[src/rtl/core/ccq_pkg.sv]
`default_nettype none

package ccq_pkg;

  // input function codes
  localparam logic [2:0] FUNC_DATA   = 3'd0;
  localparam logic [2:0] FUNC_CMD    = 3'd1;
  localparam logic [2:0] FUNC_ADDR   = 3'd2;
  localparam logic [2:0] FUNC_NUMBER = 3'd3;
  localparam logic [2:0] FUNC_TICK   = 3'd4;

  // result kinds
  localparam logic [1:0] KIND_ACK    = 2'd0;
  localparam logic [1:0] KIND_NIBBLE = 2'd1;
  localparam logic [1:0] KIND_IDLE   = 2'd2;

  localparam logic [7:0]  ADDR_MARK  = 8'h80;
  localparam logic [7:0]  ASCII_ZERO = 8'h30;
  localparam logic [3:0]  RADIX      = 4'd10;
  // floor(q / 10) == (q * 52429) >> 19 for every 16-bit q
  localparam logic [15:0] DIV10_MUL   = 16'd52429;
  localparam int          DIV10_SHIFT = 19;

  localparam int OPQ_DEPTH = 4;

  typedef struct packed {
    logic [2:0]  func;
    logic [15:0] value;
    logic [2:0]  digit_count;
    logic        busy_flag;
  } in_item_t;

  typedef struct packed {
    logic [1:0] kind;
    logic       reg_select;
    logic [3:0] nibble;
    logic       overflow;
    logic       last;
  } out_item_t;

  typedef enum logic [1:0] {
    OPC_PUSH,
    OPC_ACK,
    OPC_TICK,
    OPC_NONE
  } op_code_t;

  typedef struct packed {
    op_code_t   code;
    logic       rs;
    logic [7:0] data;
    logic       ends;
  } op_t;

  typedef struct packed {
    logic       rs;
    logic [7:0] data;
  } entry_t;

  typedef enum logic [1:0] {
    F_IDLE,
    F_CONV,
    F_EMIT
  } front_state_t;

  typedef enum logic [1:0] {
    B_RUN,
    B_HI,
    B_LO
  } back_state_t;

endpackage

`default_nettype wire

[src/rtl/core/ccq_front.sv]
`default_nettype none

module ccq_front import ccq_pkg::*; #(
  parameter int MAX_DIGITS = 5
) (
  input  wire logic     clk,
  input  wire logic     rst,
  input  wire logic     in_valid,
  output logic          in_stall,
  input  wire in_item_t in_item,
  output logic          op_push,
  output op_t           op_data,
  input  wire logic     op_full
);

  localparam int CW = $clog2(MAX_DIGITS + 1);

  front_state_t state, state_next;
  logic [15:0]  q, q_next;
  logic [CW-1:0] nd, nd_next;
  logic [CW-1:0] left, left_next;
  logic [3:0]   digs [MAX_DIGITS];
  logic         shift_in, shift_out;

  logic [31:0]  prod;
  logic [15:0]  quo;
  logic [15:0]  rem_full;
  logic [3:0]   rem;
  logic [CW-1:0] n_sat;
  logic         accept;

  assign prod     = q * DIV10_MUL;
  assign quo      = 16'(prod[31:DIV10_SHIFT]);
  assign rem_full = q - ((quo << 3) + (quo << 1));
  assign rem      = rem_full[3:0];

  assign n_sat = (32'(in_item.digit_count) > 32'(MAX_DIGITS)) ? CW'(MAX_DIGITS)
                                                             : CW'(in_item.digit_count);

  assign in_stall = (state != F_IDLE) || op_full;
  assign accept   = in_valid && !in_stall;

  always_ff @(posedge clk) begin
    if (rst) begin
      state <= F_IDLE;
      left  <= '0;
      nd    <= '0;
    end else begin
      state <= state_next;
      left  <= left_next;
      nd    <= nd_next;
    end
  end

  always_ff @(posedge clk) begin
    q <= q_next;
  end

  // digit shift line: new digits enter at the bottom, so the msd ends up in slot 0
  always_ff @(posedge clk) begin
    for (int k = 0; k < MAX_DIGITS; k++) begin
      if (shift_in) begin
        digs[k] <= (k == 0) ? rem : digs[(k == 0) ? 0 : k - 1];
      end else if (shift_out) begin
        digs[k] <= (k == MAX_DIGITS - 1) ? 4'd0 : digs[(k == MAX_DIGITS - 1) ? k : k + 1];
      end
    end
  end

  always_comb begin
    state_next = state;
    q_next     = q;
    nd_next    = nd;
    left_next  = left;
    shift_in   = 1'b0;
    shift_out  = 1'b0;
    op_push    = 1'b0;
    op_data    = '{code: OPC_NONE, rs: 1'b0, data: 8'h00, ends: 1'b1};
    unique case (state)
      F_IDLE: begin
        if (accept) begin
          unique case (in_item.func)
            FUNC_DATA: begin
              op_push = 1'b1;
              op_data = '{code: OPC_PUSH, rs: 1'b1, data: in_item.value[7:0], ends: 1'b1};
            end
            FUNC_CMD: begin
              op_push = 1'b1;
              op_data = '{code: OPC_PUSH, rs: 1'b0, data: in_item.value[7:0], ends: 1'b1};
            end
            FUNC_ADDR: begin
              op_push = 1'b1;
              op_data = '{code: OPC_PUSH, rs: 1'b0, data: in_item.value[7:0] | ADDR_MARK,
                          ends: 1'b1};
            end
            FUNC_NUMBER: begin
              if (n_sat == '0) begin
                op_push = 1'b1;
                op_data = '{code: OPC_ACK, rs: 1'b0, data: 8'h00, ends: 1'b1};
              end else begin
                q_next     = in_item.value;
                nd_next    = n_sat;
                left_next  = n_sat;
                state_next = F_CONV;
              end
            end
            FUNC_TICK: begin
              op_push = 1'b1;
              op_data = '{code: op_code_t'(in_item.busy_flag ? OPC_NONE : OPC_TICK),
                          rs: 1'b0, data: 8'h00, ends: 1'b1};
            end
            default: begin
              op_push = 1'b1;
            end
          endcase
        end
      end
      F_CONV: begin
        // one digit per cycle, least significant first
        shift_in = 1'b1;
        q_next   = quo;
        if (left == CW'(1)) begin
          left_next  = nd;
          state_next = F_EMIT;
        end else begin
          left_next = left - 1'b1;
        end
      end
      F_EMIT: begin
        if (!op_full) begin
          op_push   = 1'b1;
          op_data   = '{code: OPC_PUSH, rs: 1'b1, data: ASCII_ZERO | {4'd0, digs[0]},
                        ends: (left == CW'(1))};
          shift_out = 1'b1;
          left_next = left - 1'b1;
          if (left == CW'(1)) begin
            state_next = F_IDLE;
          end
        end
      end
      default: begin
        state_next = F_IDLE;
      end
    endcase
  end

  assert property (@(posedge clk) disable iff (rst)
    (state == F_CONV) |-> (left != '0) && (nd != '0))
    else $error("conversion running with no digits");

  assert property (@(posedge clk) disable iff (rst)
    (state == F_EMIT && $past(state) == F_CONV) |-> (left == nd))
    else $error("emit count not loaded from digit count");

  assert property (@(posedge clk) disable iff (rst)
    (op_push && op_data.code == OPC_PUSH && !op_data.ends) |-> (state == F_EMIT))
    else $error("non-final push outside number emission");

  assert property (@(posedge clk) disable iff (rst)
    (state == F_CONV) |-> (rem < RADIX))
    else $error("digit out of range");

endmodule

`default_nettype wire

[src/rtl/core/ccq_opq.sv]
`default_nettype none

module ccq_opq import ccq_pkg::*; (
  input  wire logic clk,
  input  wire logic rst,
  input  wire logic push,
  input  wire op_t  push_op,
  output logic      full,
  input  wire logic pop,
  output op_t       pop_op,
  output logic      empty
);

  localparam int PW = $clog2(OPQ_DEPTH);
  localparam int NW = $clog2(OPQ_DEPTH + 1);

  op_t           slots [OPQ_DEPTH];
  logic [PW-1:0] wr_ptr, rd_ptr;
  logic [NW-1:0] fill;
  logic          do_push, do_pop;

  assign full    = (fill == NW'(OPQ_DEPTH));
  assign empty   = (fill == '0);
  assign do_push = push && !full;
  assign do_pop  = pop && !empty;
  assign pop_op  = slots[rd_ptr];

  always_ff @(posedge clk) begin
    if (do_push) begin
      slots[wr_ptr] <= push_op;
    end
  end

  always_ff @(posedge clk) begin
    if (rst) begin
      wr_ptr <= '0;
      rd_ptr <= '0;
      fill   <= '0;
    end else begin
      if (do_push) begin
        wr_ptr <= wr_ptr + 1'b1;
      end
      if (do_pop) begin
        rd_ptr <= rd_ptr + 1'b1;
      end
      fill <= fill + NW'(do_push) - NW'(do_pop);
    end
  end

  assert property (@(posedge clk) disable iff (rst)
    (fill <= NW'(OPQ_DEPTH)))
    else $error("op queue fill above depth");

  assert property (@(posedge clk) disable iff (rst)
    (do_push && !do_pop) |=> (fill == $past(fill) + 1'b1))
    else $error("op queue fill did not track push");

  assert property (@(posedge clk) disable iff (rst)
    (fill == '0 || fill == NW'(OPQ_DEPTH)) |-> (wr_ptr == rd_ptr))
    else $error("op queue pointers out of step");

endmodule

`default_nettype wire

[src/rtl/core/ccq_back.sv]
`default_nettype none

module ccq_back import ccq_pkg::*; #(
  parameter int QUEUE_DEPTH = 32
) (
  input  wire logic  clk,
  input  wire logic  rst,
  input  wire op_t   op,
  input  wire logic  op_empty,
  output logic       op_pop,
  output logic       out_valid,
  input  wire logic  out_stall,
  output out_item_t  out_item
);

  localparam int QW = $clog2(QUEUE_DEPTH);
  localparam int CNW = $clog2(QUEUE_DEPTH + 1);

  entry_t        mem [QUEUE_DEPTH];
  entry_t        rd_data;
  back_state_t   state, state_next;
  logic [QW-1:0] head, head_next, tail, tail_next;
  logic [CNW-1:0] count, count_next;
  logic          dropped, dropped_next;
  logic          wr_en, rd_en, load_out, out_free, q_full;
  out_item_t     out_next;

  assign out_free = !out_valid || !out_stall;
  assign q_full   = (count == CNW'(QUEUE_DEPTH));

  always_ff @(posedge clk) begin
    if (wr_en) begin
      mem[tail] <= '{rs: op.rs, data: op.data};
    end
    if (rd_en) begin
      rd_data <= mem[head];
    end
  end

  always_ff @(posedge clk) begin
    if (rst) begin
      state     <= B_RUN;
      head      <= '0;
      tail      <= '0;
      count     <= '0;
      dropped   <= 1'b0;
      out_valid <= 1'b0;
    end else begin
      state   <= state_next;
      head    <= head_next;
      tail    <= tail_next;
      count   <= count_next;
      dropped <= dropped_next;
      if (load_out) begin
        out_valid <= 1'b1;
      end else if (!out_stall) begin
        out_valid <= 1'b0;
      end
    end
  end

  always_ff @(posedge clk) begin
    if (load_out) begin
      out_item <= out_next;
    end
  end

  always_comb begin
    state_next   = state;
    head_next    = head;
    tail_next    = tail;
    count_next   = count;
    dropped_next = dropped;
    op_pop       = 1'b0;
    wr_en        = 1'b0;
    rd_en        = 1'b0;
    load_out     = 1'b0;
    out_next     = '0;
    unique case (state)
      B_RUN: begin
        if (!op_empty) begin
          unique case (op.code)
            OPC_PUSH: begin
              if (!op.ends || out_free) begin
                op_pop = 1'b1;
                if (!q_full) begin
                  wr_en      = 1'b1;
                  tail_next  = (tail == QW'(QUEUE_DEPTH - 1)) ? '0 : tail + 1'b1;
                  count_next = count + 1'b1;
                end
                if (op.ends) begin
                  load_out     = 1'b1;
                  out_next     = '{kind: KIND_ACK, reg_select: 1'b0, nibble: 4'd0,
                                   overflow: dropped || q_full, last: 1'b1};
                  dropped_next = 1'b0;
                end else if (q_full) begin
                  dropped_next = 1'b1;
                end
              end
            end
            OPC_ACK: begin
              if (out_free) begin
                op_pop       = 1'b1;
                load_out     = 1'b1;
                out_next     = '{kind: KIND_ACK, reg_select: 1'b0, nibble: 4'd0,
                                 overflow: dropped, last: 1'b1};
                dropped_next = 1'b0;
              end
            end
            OPC_TICK: begin
              if (count != '0) begin
                // start the entry read, nibbles follow from the registered data
                op_pop     = 1'b1;
                rd_en      = 1'b1;
                head_next  = (head == QW'(QUEUE_DEPTH - 1)) ? '0 : head + 1'b1;
                count_next = count - 1'b1;
                state_next = B_HI;
              end else if (out_free) begin
                op_pop   = 1'b1;
                load_out = 1'b1;
                out_next = '{kind: KIND_IDLE, reg_select: 1'b0, nibble: 4'd0,
                             overflow: 1'b0, last: 1'b1};
              end
            end
            OPC_NONE: begin
              if (out_free) begin
                op_pop   = 1'b1;
                load_out = 1'b1;
                out_next = '{kind: KIND_IDLE, reg_select: 1'b0, nibble: 4'd0,
                             overflow: 1'b0, last: 1'b1};
              end
            end
          endcase
        end
      end
      B_HI: begin
        if (out_free) begin
          load_out   = 1'b1;
          out_next   = '{kind: KIND_NIBBLE, reg_select: rd_data.rs,
                         nibble: rd_data.data[7:4], overflow: 1'b0, last: 1'b0};
          state_next = B_LO;
        end
      end
      B_LO: begin
        if (out_free) begin
          load_out   = 1'b1;
          out_next   = '{kind: KIND_NIBBLE, reg_select: rd_data.rs,
                         nibble: rd_data.data[3:0], overflow: 1'b0, last: 1'b1};
          state_next = B_RUN;
        end
      end
      default: begin
        state_next = B_RUN;
      end
    endcase
  end

  assert property (@(posedge clk) disable iff (rst)
    (count <= CNW'(QUEUE_DEPTH)))
    else $error("entry count above queue depth");

  assert property (@(posedge clk) disable iff (rst)
    (count == '0 || count == CNW'(QUEUE_DEPTH)) |-> (head == tail))
    else $error("head and tail out of step with count");

  assert property (@(posedge clk) disable iff (rst)
    (state == B_LO) |-> ($past(state) == B_HI || $past(state) == B_LO))
    else $error("low nibble without high nibble");

  assert property (@(posedge clk) disable iff (rst)
    (state != B_RUN) |-> (count < CNW'(QUEUE_DEPTH)))
    else $error("entry sent but queue still full");

endmodule

`default_nettype wire

[src/rtl/core/char_lcd_command_queue_top.sv]
`default_nettype none

// channel   direction  handshake               beat payload
// in        input      in_valid / in_stall     in_item  (in_item_t)
// out       output     out_valid / out_stall   out_item (out_item_t)
//
// the front takes a char, command or address item straight from idle; a number item runs
// one divide-by-ten step per digit, then one emit per digit, before the next item is taken
// the back retires one queued op per cycle unless held by out_stall or a sending tick;
// a sending tick runs entry memory read, high nibble, low nibble, so results trail items
// a four-op queue parts front and back; a stalled out_item stalls only the back, and the
// front keeps taking items until the op queue fills; reset empties the queue, not its memory

module char_lcd_command_queue_top import ccq_pkg::*; #(
  parameter int QUEUE_DEPTH = 32,
  parameter int MAX_DIGITS  = 5
) (
  input  wire logic      clk,
  input  wire logic      rst,
  input  wire logic      in_valid,
  output logic           in_stall,
  input  wire in_item_t  in_item,
  output logic           out_valid,
  input  wire logic      out_stall,
  output out_item_t      out_item
);

  logic opq_push, opq_full, opq_pop, opq_empty;
  op_t  opq_in, opq_out;

  ccq_front #(
    .MAX_DIGITS(MAX_DIGITS)
  ) u_front (
    .clk      (clk),
    .rst      (rst),
    .in_valid (in_valid),
    .in_stall (in_stall),
    .in_item  (in_item),
    .op_push  (opq_push),
    .op_data  (opq_in),
    .op_full  (opq_full)
  );

  ccq_opq u_opq (
    .clk     (clk),
    .rst     (rst),
    .push    (opq_push),
    .push_op (opq_in),
    .full    (opq_full),
    .pop     (opq_pop),
    .pop_op  (opq_out),
    .empty   (opq_empty)
  );

  ccq_back #(
    .QUEUE_DEPTH(QUEUE_DEPTH)
  ) u_back (
    .clk       (clk),
    .rst       (rst),
    .op        (opq_out),
    .op_empty  (opq_empty),
    .op_pop    (opq_pop),
    .out_valid (out_valid),
    .out_stall (out_stall),
    .out_item  (out_item)
  );

endmodule

`default_nettype wire
[config.mk]
export PLATFORM = sky130hd
export DESIGN_NAME = char_lcd_command_queue_top
export DESIGN_NICKNAME = d
export VERILOG_FILES = /design/src/rtl/core/ccq_pkg.sv /design/src/rtl/core/ccq_front.sv /design/src/rtl/core/ccq_opq.sv /design/src/rtl/core/ccq_back.sv /design/src/rtl/core/char_lcd_command_queue_top.sv
export SDC_FILE = /design/constraint.sdc
export NUM_CORES = 1
export LEC_CHECK = 0
export BUFFER_PORTS_ARGS = -buffer_cell sky130_fd_sc_hd__buf_2
export CORE_MARGIN = 2
export CORE_UTILIZATION = 50
export DETAILED_ROUTE_END_ITERATION = 12
export PLACE_DENSITY = 0.68
export SLEW_MARGIN = 20
export SYNTH_ARGS = -nofsm -noshare
export SYNTH_HDL_FRONTEND = slang
export SYNTH_SLANG_ARGS = --single-unit
[constraint.sdc]
create_clock -name clk -period 5.5 [get_ports clk]
set_input_delay 1.1 -clock clk [delete_from_list [all_inputs] [get_ports clk]]
set_output_delay 1.1 -clock clk [all_outputs]
set_load 0.05 [all_outputs]
# [Word-level counts from Yosys, hierarchy flattened]
# Memories as Yosys holds them, arrays and structs flattened. A register that Yosys moved wholly into a read port is not among the register bits.
# Index checks and enable logic that the tools add are counted.
[totals] inputBits=27 output_inout_bits=11 ramBits=356 n_memories=3 reg_bits=60
[op_classes] magnitude_cmp=1 addsub=11 n_reduce_logical=36 mux=97 n_eq_ne=33 bitwise=8 multipliers=1
[memory_table] memory="u_back.mem" words=32 width=9 rd=1 rd_clocked_by_memory_dff=1 write_ports=1 line_no="ccq_back.sv:19" text="entry_t mem [QUEUE_DEPTH];"
[memory_table] memory="u_opq.slots" words=4 width=12 rd=1 rd_clocked_by_memory_dff=1 write_ports=1 line_no="ccq_opq.sv:17" text="op_t slots [OPQ_DEPTH];"
[memory_table] memory="u_front.digs" words=5 width=4 rd=5 rd_clocked_by_memory_dff=0 write_ports=5 line_no="ccq_front.sv:22" text="logic [3:0] digs [MAX_DIGITS];"
[op_table] cell="12-bit case mux with 5 select lines" count=1
[op_table] cell="16-bit 2-to-1 mux" count=3
[op_table] cell="1-bit 2-to-1 mux" count=40
[op_table] cell="12-bit 2-to-1 mux" count=3
[op_table] cell="9-bit 2-to-1 mux" count=4
[op_table] cell="9-bit case mux with 4 select lines" count=1
[op_table] cell="16-bit by 16-bit multiplier with 32-bit output (second input constant)" count=1
[op_table] cell="16-bit case mux with 2 select lines" count=1
[op_table] cell="2-bit 2-to-1 mux" count=15
[op_table] cell="9-bit case mux with 3 select lines" count=1
[op_table] cell="12-bit case mux with 2 select lines" count=1
[op_table] cell="4-bit 2-to-1 mux" count=5
[op_table] cell="2-bit by 1-bit inequality test with 1-bit output (second input constant)" count=10
[op_table] cell="3-bit 2-to-1 mux" count=6
[op_table] cell="6-bit 2-to-1 mux" count=3
[op_table] cell="6-bit AND reduction" count=3
[op_table] cell="8-bit 2-to-1 mux" count=2
[op_table] cell="5-bit AND reduction" count=3
[op_table] cell="2-bit inequality test (second input constant)" count=6
[op_table] cell="2-bit case mux with 3 select lines" count=2
[op_table] cell="6-bit case mux with 2 select lines" count=1
[op_table] cell="4-bit AND reduction" count=3
[op_table] cell="5-bit by 1-bit adder with 5-bit output (second input constant)" count=2
[op_table] cell="5-bit equality test (second input constant)" count=2
[op_table] cell="31 further kinds" count=68

# [Depth between registers and ports, before layout]
# Gate-level depths: netlist of run 1.
[depth] word_depth=10 ltp_mapped=23 ltp_nobuf=23

# [Hierarchy]
# From an unflattened synthesis of run 1, not the netlist that was laid out.
[hier_totals] cells_unflattened=1567 area_unflattened_um2=22265.1
[modules_own_cells] mod="ccq_back" cells_each=767 n_inst=1 area_per_inst_um2=13207.7
[modules_own_cells] mod="ccq_front" cells_each=687 n_inst=1 area_per_inst_um2=6826.5
[modules_own_cells] mod="ccq_opq" cells_each=113 n_inst=1 area_per_inst_um2=2230.9

# [Worst setup path after synthesis of run 1]
# OpenSTA, ideal clock, no wires.
[synth_path] kind="reg2reg" startpoint="register u_front.q[4]" endpoint="memory u_front.digs[0][3], data pin" period_less_slack_ps=5910 arrival_ps=5650 setup_ps=260 setup_slack_ps=-410 stages_incl_launch_ff=21 n_path_buf=0 path_cell_list="edfxtp_1 > ha_1 > fa_1 > inv_1 > fa_1 > fa_1 > inv_1 > fa_1 > inv_1 > fa_1 > inv_1 > ha_1 > nand2_1 > o21ai_0 > o21ai_0 > a21oi_1 > nor2_1 > ha_1 > xor2_1 > xnor3_1 > mux2_2"
[synth_rtl] element="start, declared" line_no="ccq_front.sv:19" text="logic [15:0] q, q_next;"
[synth_rtl] element="start signal, assigned" line_no="ccq_front.sv:56" text="q <= q_next;"
[synth_rtl] element="end, declared" line_no="ccq_front.sv:22"

# [Worst setup path in the final report of run 1]
[layout_path] startpoint="register u_front.q[5]" endpoint="register u_front.q[1], data pin"
[layout_via] elab_chain_len=2
[layout_rtl] element="16-bit by 16-bit multiplier with 32-bit output" line_no="ccq_front.sv:32" text="assign prod = q * DIV10_MUL;"
[layout_rtl] element="16-bit case mux with 2 select lines" line_no="ccq_front.sv:79" text="unique case (state)"
[layout_rtl] element="named net u_front.q_next[1]" line_no="ccq_front.sv:19"
# The timed path passes the listed nets, and every way through them passes these cells.
# A chain may end at the register's enable or synchronous reset.

==> run summary, run 1 <==
The run finished, with violations left. The checks that failed: negative setup slack. The run gives -0.1769 ns as the post-route worst setup slack. In this run, distinct cell masters in the synthesized netlist total 59. Once detail routing completed, the nets flagged for antenna violations numbered 0. The worst setup path is launched from a flop. For the worst setup path, the data arrival time is 5.98 ns.

The die covers 45740 um2. After synthesis, flip-flops and latches occupy 56.36% of the total area. For this run, asynchronously set or reset flops after synthesis account for 0%. Summed over all nets, the switching power comes to 3.853 mW. The run gives 0.8815 as the global placement routability congestion. Cts-stage hold buffer count: 0. The total count of hold-check failures in the final report came out at 0. The top fanout value on the critical path was 4. The longest clock path from root to sink contains 3 buffers. Across all hold checks on the routed design, the worst slack comes to 0.4580 ns.

After legalization and detailed placement, the total HPWL measured 32.64 mm. The relative slew slack was 33.18%. The tools report the I/O pin total as 38. The total power after layout came out at 11.73 mW.

On the final layout, the worst clock skew is 0.01751 ns. 0 antenna diodes ended up in the layout. For the static leakage power, the log shows 9.649 nW. The die is 213.9 um wide. Yosys instantiated no cell more often than sky130_fd_sc_hd__edfxtp_1. Once layout is complete, the cells apart from fillers number 2235. The final net count is 1887, and the via total after detailed routing is 12280. CTS saw 427 sinks.

The run gives 46.90 mm as the routed wire length. The die is 213.9 um tall. The first global-routing pass estimated 72.55 mm of wire.

Share of the clock period used by the worst path: 103.2%. The logs give 50.90% for the initial core utilization and 43 for the number of clock buffers inserted by TritonCTS. The peak clock frequency supported by timing is 0.1762 GHz, and the clock slew at the register clock pins of the worst setup and hold paths is 0.06 ns.

At the pin with the least slew margin, the transition time is 1.002 ns. The per-cell via count in the routed design came out at 5.496. The max-slew violation count came out at 0. In this run, the combinational gates consume 39.1% of the power. The via count of the first global-routing pass is 12580, and the remaining routing DRC violations is 0.

The internal power of the cells totals 7.879 mW. Sequential share of power: 36.5%. Ranked by instance count, the synthesized netlist is headed by 386 x sky130_fd_sc_hd__edfxtp_1, 197 x sky130_fd_sc_hd__inv_1, 160 x sky130_fd_sc_hd__ha_1. The later pin in the worst-skew pair is clocked with a latency of 0.56 ns.

The endpoint kind of the worst setup timing path is a flop. For this run, the detailed router's first-pass iteration total came to 5. For this design the ratio of total power to cell area is 457.8 nW/um2. After synthesis the cells add up to 22020 um2. The tools report the initial antenna violation count as 0.

Aggregate negative setup slack: -0.5915 ns. Among all flip-flop cells after synthesis, the most frequent one is sky130_fd_sc_hd__edfxtp_1. TritonCTS built the clock tree. The logs give 76 for the number of placement rows and 0 for the total global routing overflow.

The top cell type's share of synthesized area was 52.63%; the placed instance count was 2125. The shortest clock period the worst path allows after layout came out at 5.677 ns. The worst-case IR drop observed on VDD is 384.8 uV. In this run the tool buffered the top-level ports with 37 buffer cells.

The synthesized design contains 386 enable-type register cells. The launching point of the worst reg2reg path was u_front.q[5]. Setup violations remaining at the end of the flow were counted as 6. The type of the setup path with the least slack is reg2reg. Start point of the critical path: u_front.q[5].

In this run, the number of DRC markers left after iteration 0 of detailed routing was 722. The min-delay analysis places its worst path in the category reg2reg. The logs give 43270 um2 for the area of the core region and 1463 for the number of instances in the synthesized netlist. The tools report the largest net degree at the start of global routing as 49. After synthesis, the cell types taking the most area are sky130_fd_sc_hd__edfxtp_1 53%, sky130_fd_sc_hd__mux4_2 10%, sky130_fd_sc_hd__ha_1 9.1%, sky130_fd_sc_hd__fa_1 7.5%, sky130_fd_sc_hd__dfxtp_1 3.7%. In this run the most critical hold path is launched from u_front.digs[4][1]. Across the run, the number of max-cap violations was 0. After detailed routing, the average wire length per cell comes to 20.99 um. Of the cells placed in the final design, the portion with a size suffix greater than 1 is 26.79%. Synthesis produced a netlist with a net count of 1732.

Total routing usage reported by global routing: 21.21%. Part of the power in the clock network: 24.4%. The tools report the count of H-tree levels built during CTS as 2. The biggest area contributor in the post-synthesis netlist is sky130_fd_sc_hd__edfxtp_1. In this run switching power makes up 32.84% of total power. The synthesized area per cell was 15.05 um2; the area growth from synthesis to layout was 16.37%. Count of yosys warnings during synthesis: 0. For the worst setup path, the data required time is 5.81 ns.

Setup repair after global routing could not meet its margin everywhere. In this run the clock root is driven by a sky130_fd_sc_hd__clkbuf_16. Counting flops and latches in the post-synthesis netlist gives 427.
==> power by group through the flow <==
| stage | clock (mW) | sequential [mW] | combinational, mW |
|---|---|---|---|
| 6_report | 2.87 | 4.28 | 4.58 |
| 2_1_floorplan | 0 | 4.39 | 2.62 |
| 5_1_grt | 3.05 | 4.31 | 5.03 |
| 3_3_place_gp | 0 | 4.35 | 3.76 |
| 3_5_place_dp | 0 | 4.36 | 3.86 |
| 4_1_cts | 2.91 | 4.29 | 4.18 |
==> metal layers <==
| metal | vias to the layer above | track usage [%] | routed length [um] |
|---|---|---|---|
| li1 | 5697 | - | - |
| met1 | 6223 | 29.19 | 20390 |
| met2 | 287 | 35.46 | 23260 |
| met3 | 77 | 2.914 | 2079 |
| met4 | 0 | 6.322 | 1177 |
| met5 | - | 0 | 0 |
==> final timing paths <==
check / to / slack (ns) / depth (start not counted)
min reg2reg: u_front.digs[4][1] / 0.46 / 2
max: u_front.q[1] / -0.18 / 24
min: u_front.digs[4][1] / 0.46 / 2
max reg2reg: u_front.q[1] / -0.18 / 24
==> state kept, by name, indices dropped and copies added (netlist names), 3 cells and up, named ones only <==
name and flops:
u_front.digs 20, u_front.left 3, u_back.head 5, u_opq.slots 48
u_front.q 16, u_back.tail 5, u_back.count 6, u_opq.fill 3
u_back.rd_data 9, u_front.nd 3, u_back.out_item 9, u_back.mem 288
==> critical path: stages (launching register included) <==
cell                       delay, ns
sky130_fd_sc_hd__edfxtp_1       0.48
sky130_fd_sc_hd__ha_4           0.29
sky130_fd_sc_hd__buf_6          0.12
sky130_fd_sc_hd__fa_1           0.58
sky130_fd_sc_hd__inv_2          0.05
sky130_fd_sc_hd__fa_1           0.48
sky130_fd_sc_hd__fa_1           0.50
sky130_fd_sc_hd__inv_1          0.05
sky130_fd_sc_hd__fa_1           0.48
sky130_fd_sc_hd__inv_1          0.05
sky130_fd_sc_hd__fa_1           0.49
sky130_fd_sc_hd__inv_2          0.05
sky130_fd_sc_hd__ha_4           0.29
sky130_fd_sc_hd__nand4_1        0.10
sky130_fd_sc_hd__a21oi_2        0.17
sky130_fd_sc_hd__o21ai_2        0.07
sky130_fd_sc_hd__a21oi_2        0.15
sky130_fd_sc_hd__nor2_2         0.06
sky130_fd_sc_hd__buf_4          0.13
sky130_fd_sc_hd__buf_4          0.12
sky130_fd_sc_hd__buf_4          0.12
sky130_fd_sc_hd__buf_4          0.12
sky130_fd_sc_hd__buf_4          0.12
sky130_fd_sc_hd__buf_4          0.12
sky130_fd_sc_hd__mux2_4         0.25
==> cell families after synthesis <==
group / synth area share (%)
flip-flops: 56.36
buffers and inverters: 4.187
adder cells (fa/ha/maj): 16.54
AND/OR/NAND/NOR: 5.108
AO/OA/AOI/OAI: 4.148
multiplexers: 12.48
XOR/XNOR: 1.176
==> cells in the final DEF (no fill, tap or decap), types with 36 or more instances in the layout <==
cell / count
sky130_fd_sc_hd__a21oi_1: 36
sky130_fd_sc_hd__buf_2: 37
sky130_fd_sc_hd__buf_4: 107
sky130_fd_sc_hd__clkbuf_16: 43
sky130_fd_sc_hd__dfxtp_1: 39
sky130_fd_sc_hd__edfxtp_1: 386
sky130_fd_sc_hd__fa_1: 80
sky130_fd_sc_hd__ha_1: 130
sky130_fd_sc_hd__inv_1: 181
sky130_fd_sc_hd__mux4_2: 102
sky130_fd_sc_hd__nand2_1: 52
sky130_fd_sc_hd__nor2_1: 89
==> repair_timing <==
action | CTS | global route
pin swaps | 23 | 33
buffers inserted | 18 | 18
gates resized for setup | 31 | 61
setup endpoints to repair | 10 | 15
endpoints found under the hold margin | 0 | 0
==> metrics by stage <==
step                setup slack, ns  instance area (um2)  util, %
global placement            -0.2311                23570    54.48
global route                -0.3690                25630    59.23
finish                      -0.1769                25630    59.23
detailed placement          -0.2876                23570    54.48
floorplan                  -0.03230                22200        -
CTS                         -0.1434                25210    58.27
==> cell type report <==
class,instances,area (um2)
Timing Repair Buffer,154,1101
Fill cell,3282,17640
Multi-Input combinational cell,794,9280
Tap cell,585,732.0
Clock buffer,63,1181
Clock inverter,14,171.4
Inverter,198,743.2
Sequential cell,427,12420
Note: power is estimated with default switching activity, not from simulation.
==> run 2: changes to the inputs <==
--- a/config.mk
+++ b/config.mk
@@ -10,6 +10,7 @@
 export CORE_UTILIZATION = 50
 export DETAILED_ROUTE_END_ITERATION = 12
 export PLACE_DENSITY = 0.68
+export SKIP_LAST_GASP = 1
 export SLEW_MARGIN = 20
 export SYNTH_ARGS = -nofsm -noshare
 export SYNTH_HDL_FRONTEND = slang
==> run summary, run 2 (synthesis results as in run 1) <==
The flow ran to the end, but the final reports show violations. The final reports fail on negative setup slack. The tools report the routed wire length as 46.70 mm (-0.44%). The post-route worst setup slack is -0.2024 ns (-0.02552 ns). For the die area, the log shows 45740 um2 (unchanged). The most common library cell in the layout ignoring fill and taps was sky130_fd_sc_hd__edfxtp_1.

Area growth from synthesis to layout: 15.56%. The hold-critical path endpoint is u_front.digs[4][1]. The fraction of final layout cells sized beyond drive strength 1 was 25.81% (-0.98 points). The aggregate negative setup slack was -0.4385 ns (+0.1530 ns); the setup slack at placement was -0.2876 ns (unchanged). The tools report the iteration-0 DRC count of the detailed router as 806 (+12%). The final instance area came out at 25450 um2 (-0.70%). The startpoint identified for the worst hold timing path is u_front.digs[4][1]. The top fanout value on the critical path is 4 (unchanged). The initial core utilization was 50.90% (unchanged). The die height was 213.9 um (unchanged); the worst IR drop on VDD was 374.0 uV (-2.8%). The depth of the worst register-to-register path is 24 (unchanged), and the area of the core region is 43270 um2 (unchanged). The tools report the total routing usage reported by global routing as 21.20% (about the same). The endpoint identified for the worst register-to-register timing path is u_front.q[1]. The tools report the number of clock sinks as 427 (unchanged). Largest net degree at the start of global routing: 49 (unchanged).

The power density normalized to cell area was 455.8 nW/um2 (-0.43%); the I/O pin total was 38 (unchanged). In this run the critical register-to-register path is launched from u_front.q[5]. For the insertion delay to the later sink of the worst-skew pair, the log shows 0.57 ns (about the same).

TritonCTS built the clock tree. The run gives 1880 (-0.37%) as the final net count. The slew at the pin closest to its max-slew limit is 0.9908 ns (-0.01146 ns). The total count of hold-check failures in the final report was 0 (unchanged). The top cell types in the final layout, fill and taps aside, are 386 x sky130_fd_sc_hd__edfxtp_1, 183 x sky130_fd_sc_hd__inv_1, 138 x sky130_fd_sc_hd__ha_1.

The number of clock buffers inserted by TritonCTS is 43 (unchanged). The via total after detailed routing was 12280 (-0.065%); the cts-stage hold buffer count was 0 (unchanged). Endpoint kind of the worst setup timing path: a flop. Static leakage power: 9.607 nW (-0.44%). Clock slew at the register clock pins of the worst setup and hold paths: 0.06 ns (about the same). The number of flip-flops in the largest register is 288 (unchanged). The run gives 0 (unchanged) as the initial antenna violation count. The logs give 6.01 ns (+0.03 ns) for the arrival time at the worst endpoint and 0 (unchanged) for the final antenna diode count. Setup repair after global routing could not meet its margin everywhere.

The maximum buffer depth of the clock tree is 3 (unchanged), and the wire length of the first global-routing pass is 72.48 mm (about the same). The count of port buffers added during placement is 37 (unchanged), and the total power after layout is 11.60 mW (-1.1%). The run gives 0 (unchanged) as the number of max-cap violations. The largest registers in the layout are u_back.mem: 288 flops, u_opq.slots: 48 flops, u_front.digs: 20 flops.

The run gives 5 (unchanged) as the detailed-router iteration count before antenna repair. The root buffer cell chosen for the clock tree is sky130_fd_sc_hd__clkbuf_16. The final routed wire length divided by cell count is 20.96 um (-0.13%), and the max-slew violation count is 0 (unchanged). The worst setup path is of the reg2reg kind.

The data required time of the critical path is 5.81 ns (about the same). The horizontal die dimension was 213.9 um (unchanged); the number of cells on the worst hold path was 2 (unchanged). For the via count of the first global-routing pass, the log shows 12600 (+0.095%).

The global placement routability congestion came out at 0.8815 (unchanged). The tools report the count of H-tree levels built during CTS as 2 (unchanged). The run gives 0 (unchanged) as the total global routing overflow. The register with the most flip-flops was u_back.mem. The shortest clock period the worst path allows after layout came out at 5.702 ns (+0.02552 ns). The tools report the relative slew slack as 33.94% (+0.76 points). The final HPWL from detailed placement was 32.64 mm (unchanged).

The run gives 0.01871 ns (+0.001199 ns) as the clock skew after layout. The share of the clock period used by the worst path came out at 103.7% (+0.46 points). The run gives 3311 (+0.88%) as the final-layout fill cell count. The number of placement rows was 76 (unchanged). The run gives 0 (unchanged) as the number of routed nets with antenna violations. The setup violation total in the final timing report was 5 (-1). The worst setup path is launched from a flop. Worst min-delay path class: reg2reg. The tools report the reg2reg setup slack as -0.20 ns (-0.03 ns). The placed cell area is 23570 um2 (unchanged). Remaining routing DRC violations: 0 (unchanged).

The per-cell via count in the routed design is 5.510 (+0.25%), and the peak clock frequency supported by timing is 0.1754 GHz (-0.45%).
## run 2: changes by cell type in the layout (fill, tap and decap cells not counted), sizes merged
cell / previous run / this run
buf: 154 / 147
## run 2: worst max-delay path by stage
stage	from	end	slack (ns)
final	u_front.q[5]	u_front.q[1]	-0.20
after global routing	u_front.q[5]	u_front.q[1]	-0.37
after CTS	u_front.q[10]	u_front.digs[0][3]	-0.15
after detailed placement	u_front.q[12]	u_front.digs[0][3]	-0.29
after global placement	u_front.q[12]	u_front.digs[0][3]	-0.23
after floorplan	u_front.q[8]	u_front.digs[0][3]	-0.03
## run 2: worst max-delay path, cell delays in order (launching register included)
cell	delay [ns]
sky130_fd_sc_hd__edfxtp_1	0.49
sky130_fd_sc_hd__ha_4	0.29
sky130_fd_sc_hd__buf_6	0.12
sky130_fd_sc_hd__fa_1	0.59
sky130_fd_sc_hd__inv_2	0.05
sky130_fd_sc_hd__fa_1	0.47
sky130_fd_sc_hd__fa_1	0.49
sky130_fd_sc_hd__inv_1	0.05
sky130_fd_sc_hd__fa_1	0.48
sky130_fd_sc_hd__inv_1	0.05
sky130_fd_sc_hd__fa_1	0.49
sky130_fd_sc_hd__inv_2	0.05
sky130_fd_sc_hd__ha_4	0.29
sky130_fd_sc_hd__nand4_1	0.10
sky130_fd_sc_hd__a21oi_2	0.16
sky130_fd_sc_hd__o21ai_1	0.09
sky130_fd_sc_hd__a21oi_2	0.16
sky130_fd_sc_hd__nor2_2	0.06
sky130_fd_sc_hd__buf_4	0.13
sky130_fd_sc_hd__buf_4	0.12
sky130_fd_sc_hd__buf_4	0.12
sky130_fd_sc_hd__buf_4	0.12
sky130_fd_sc_hd__buf_4	0.12
sky130_fd_sc_hd__buf_4	0.11
sky130_fd_sc_hd__mux2_2	0.26
## run 2: per-layer routing
metal	vias to the layer above	wire length [um]	GRT usage, %
li1	5681	-	-
met1	6232	20270	29.24
met2	286	23100	35.39
met3	77	2160	2.768
met4	0	1166	6.513
met5	-	0	0
## run 2: final cells by class
class,instances,area [um2],share of cell area (%)
clock buffers,63,1181,4.641
clock inverters,14,171.4,0.6735
inverters,198,743.2,2.920
multi-input cells,794,9173,36.04
flip-flops and latches,427,12420,48.80
well taps,585,732.0,2.876
repair buffers,147,1030,4.046
## run 2: report_power, final
part | leakage [nW] | switching, mW | internal [mW]
sequential | 3.83 | 0.143 | 4.14
clock | 0.658 | 1.23 | 1.64
combinational | 5.12 | 2.44 | 2.01
total | 9.61 | 3.81 | 7.79
## run 2: what timing repair did
action	CTS	global route
setup endpoints to repair	10	15
setup buffers	18	12
resized for setup	29	42
pin swaps	22	26
## run 2: per-stage QoR
| step | util [%] | hold slack (ns) | cells |
|---|---|---|---|
| finish | 58.82 | 0.4581 | 2228 |
| global placement | 54.48 | 0.4441 | 2125 |
| floorplan | - | 0.4325 | 1463 |
| detailed placement | 54.48 | 0.4512 | 2125 |
| CTS | 58.23 | 0.4608 | 2219 |
| global route | 58.82 | 0.4941 | 2228 |
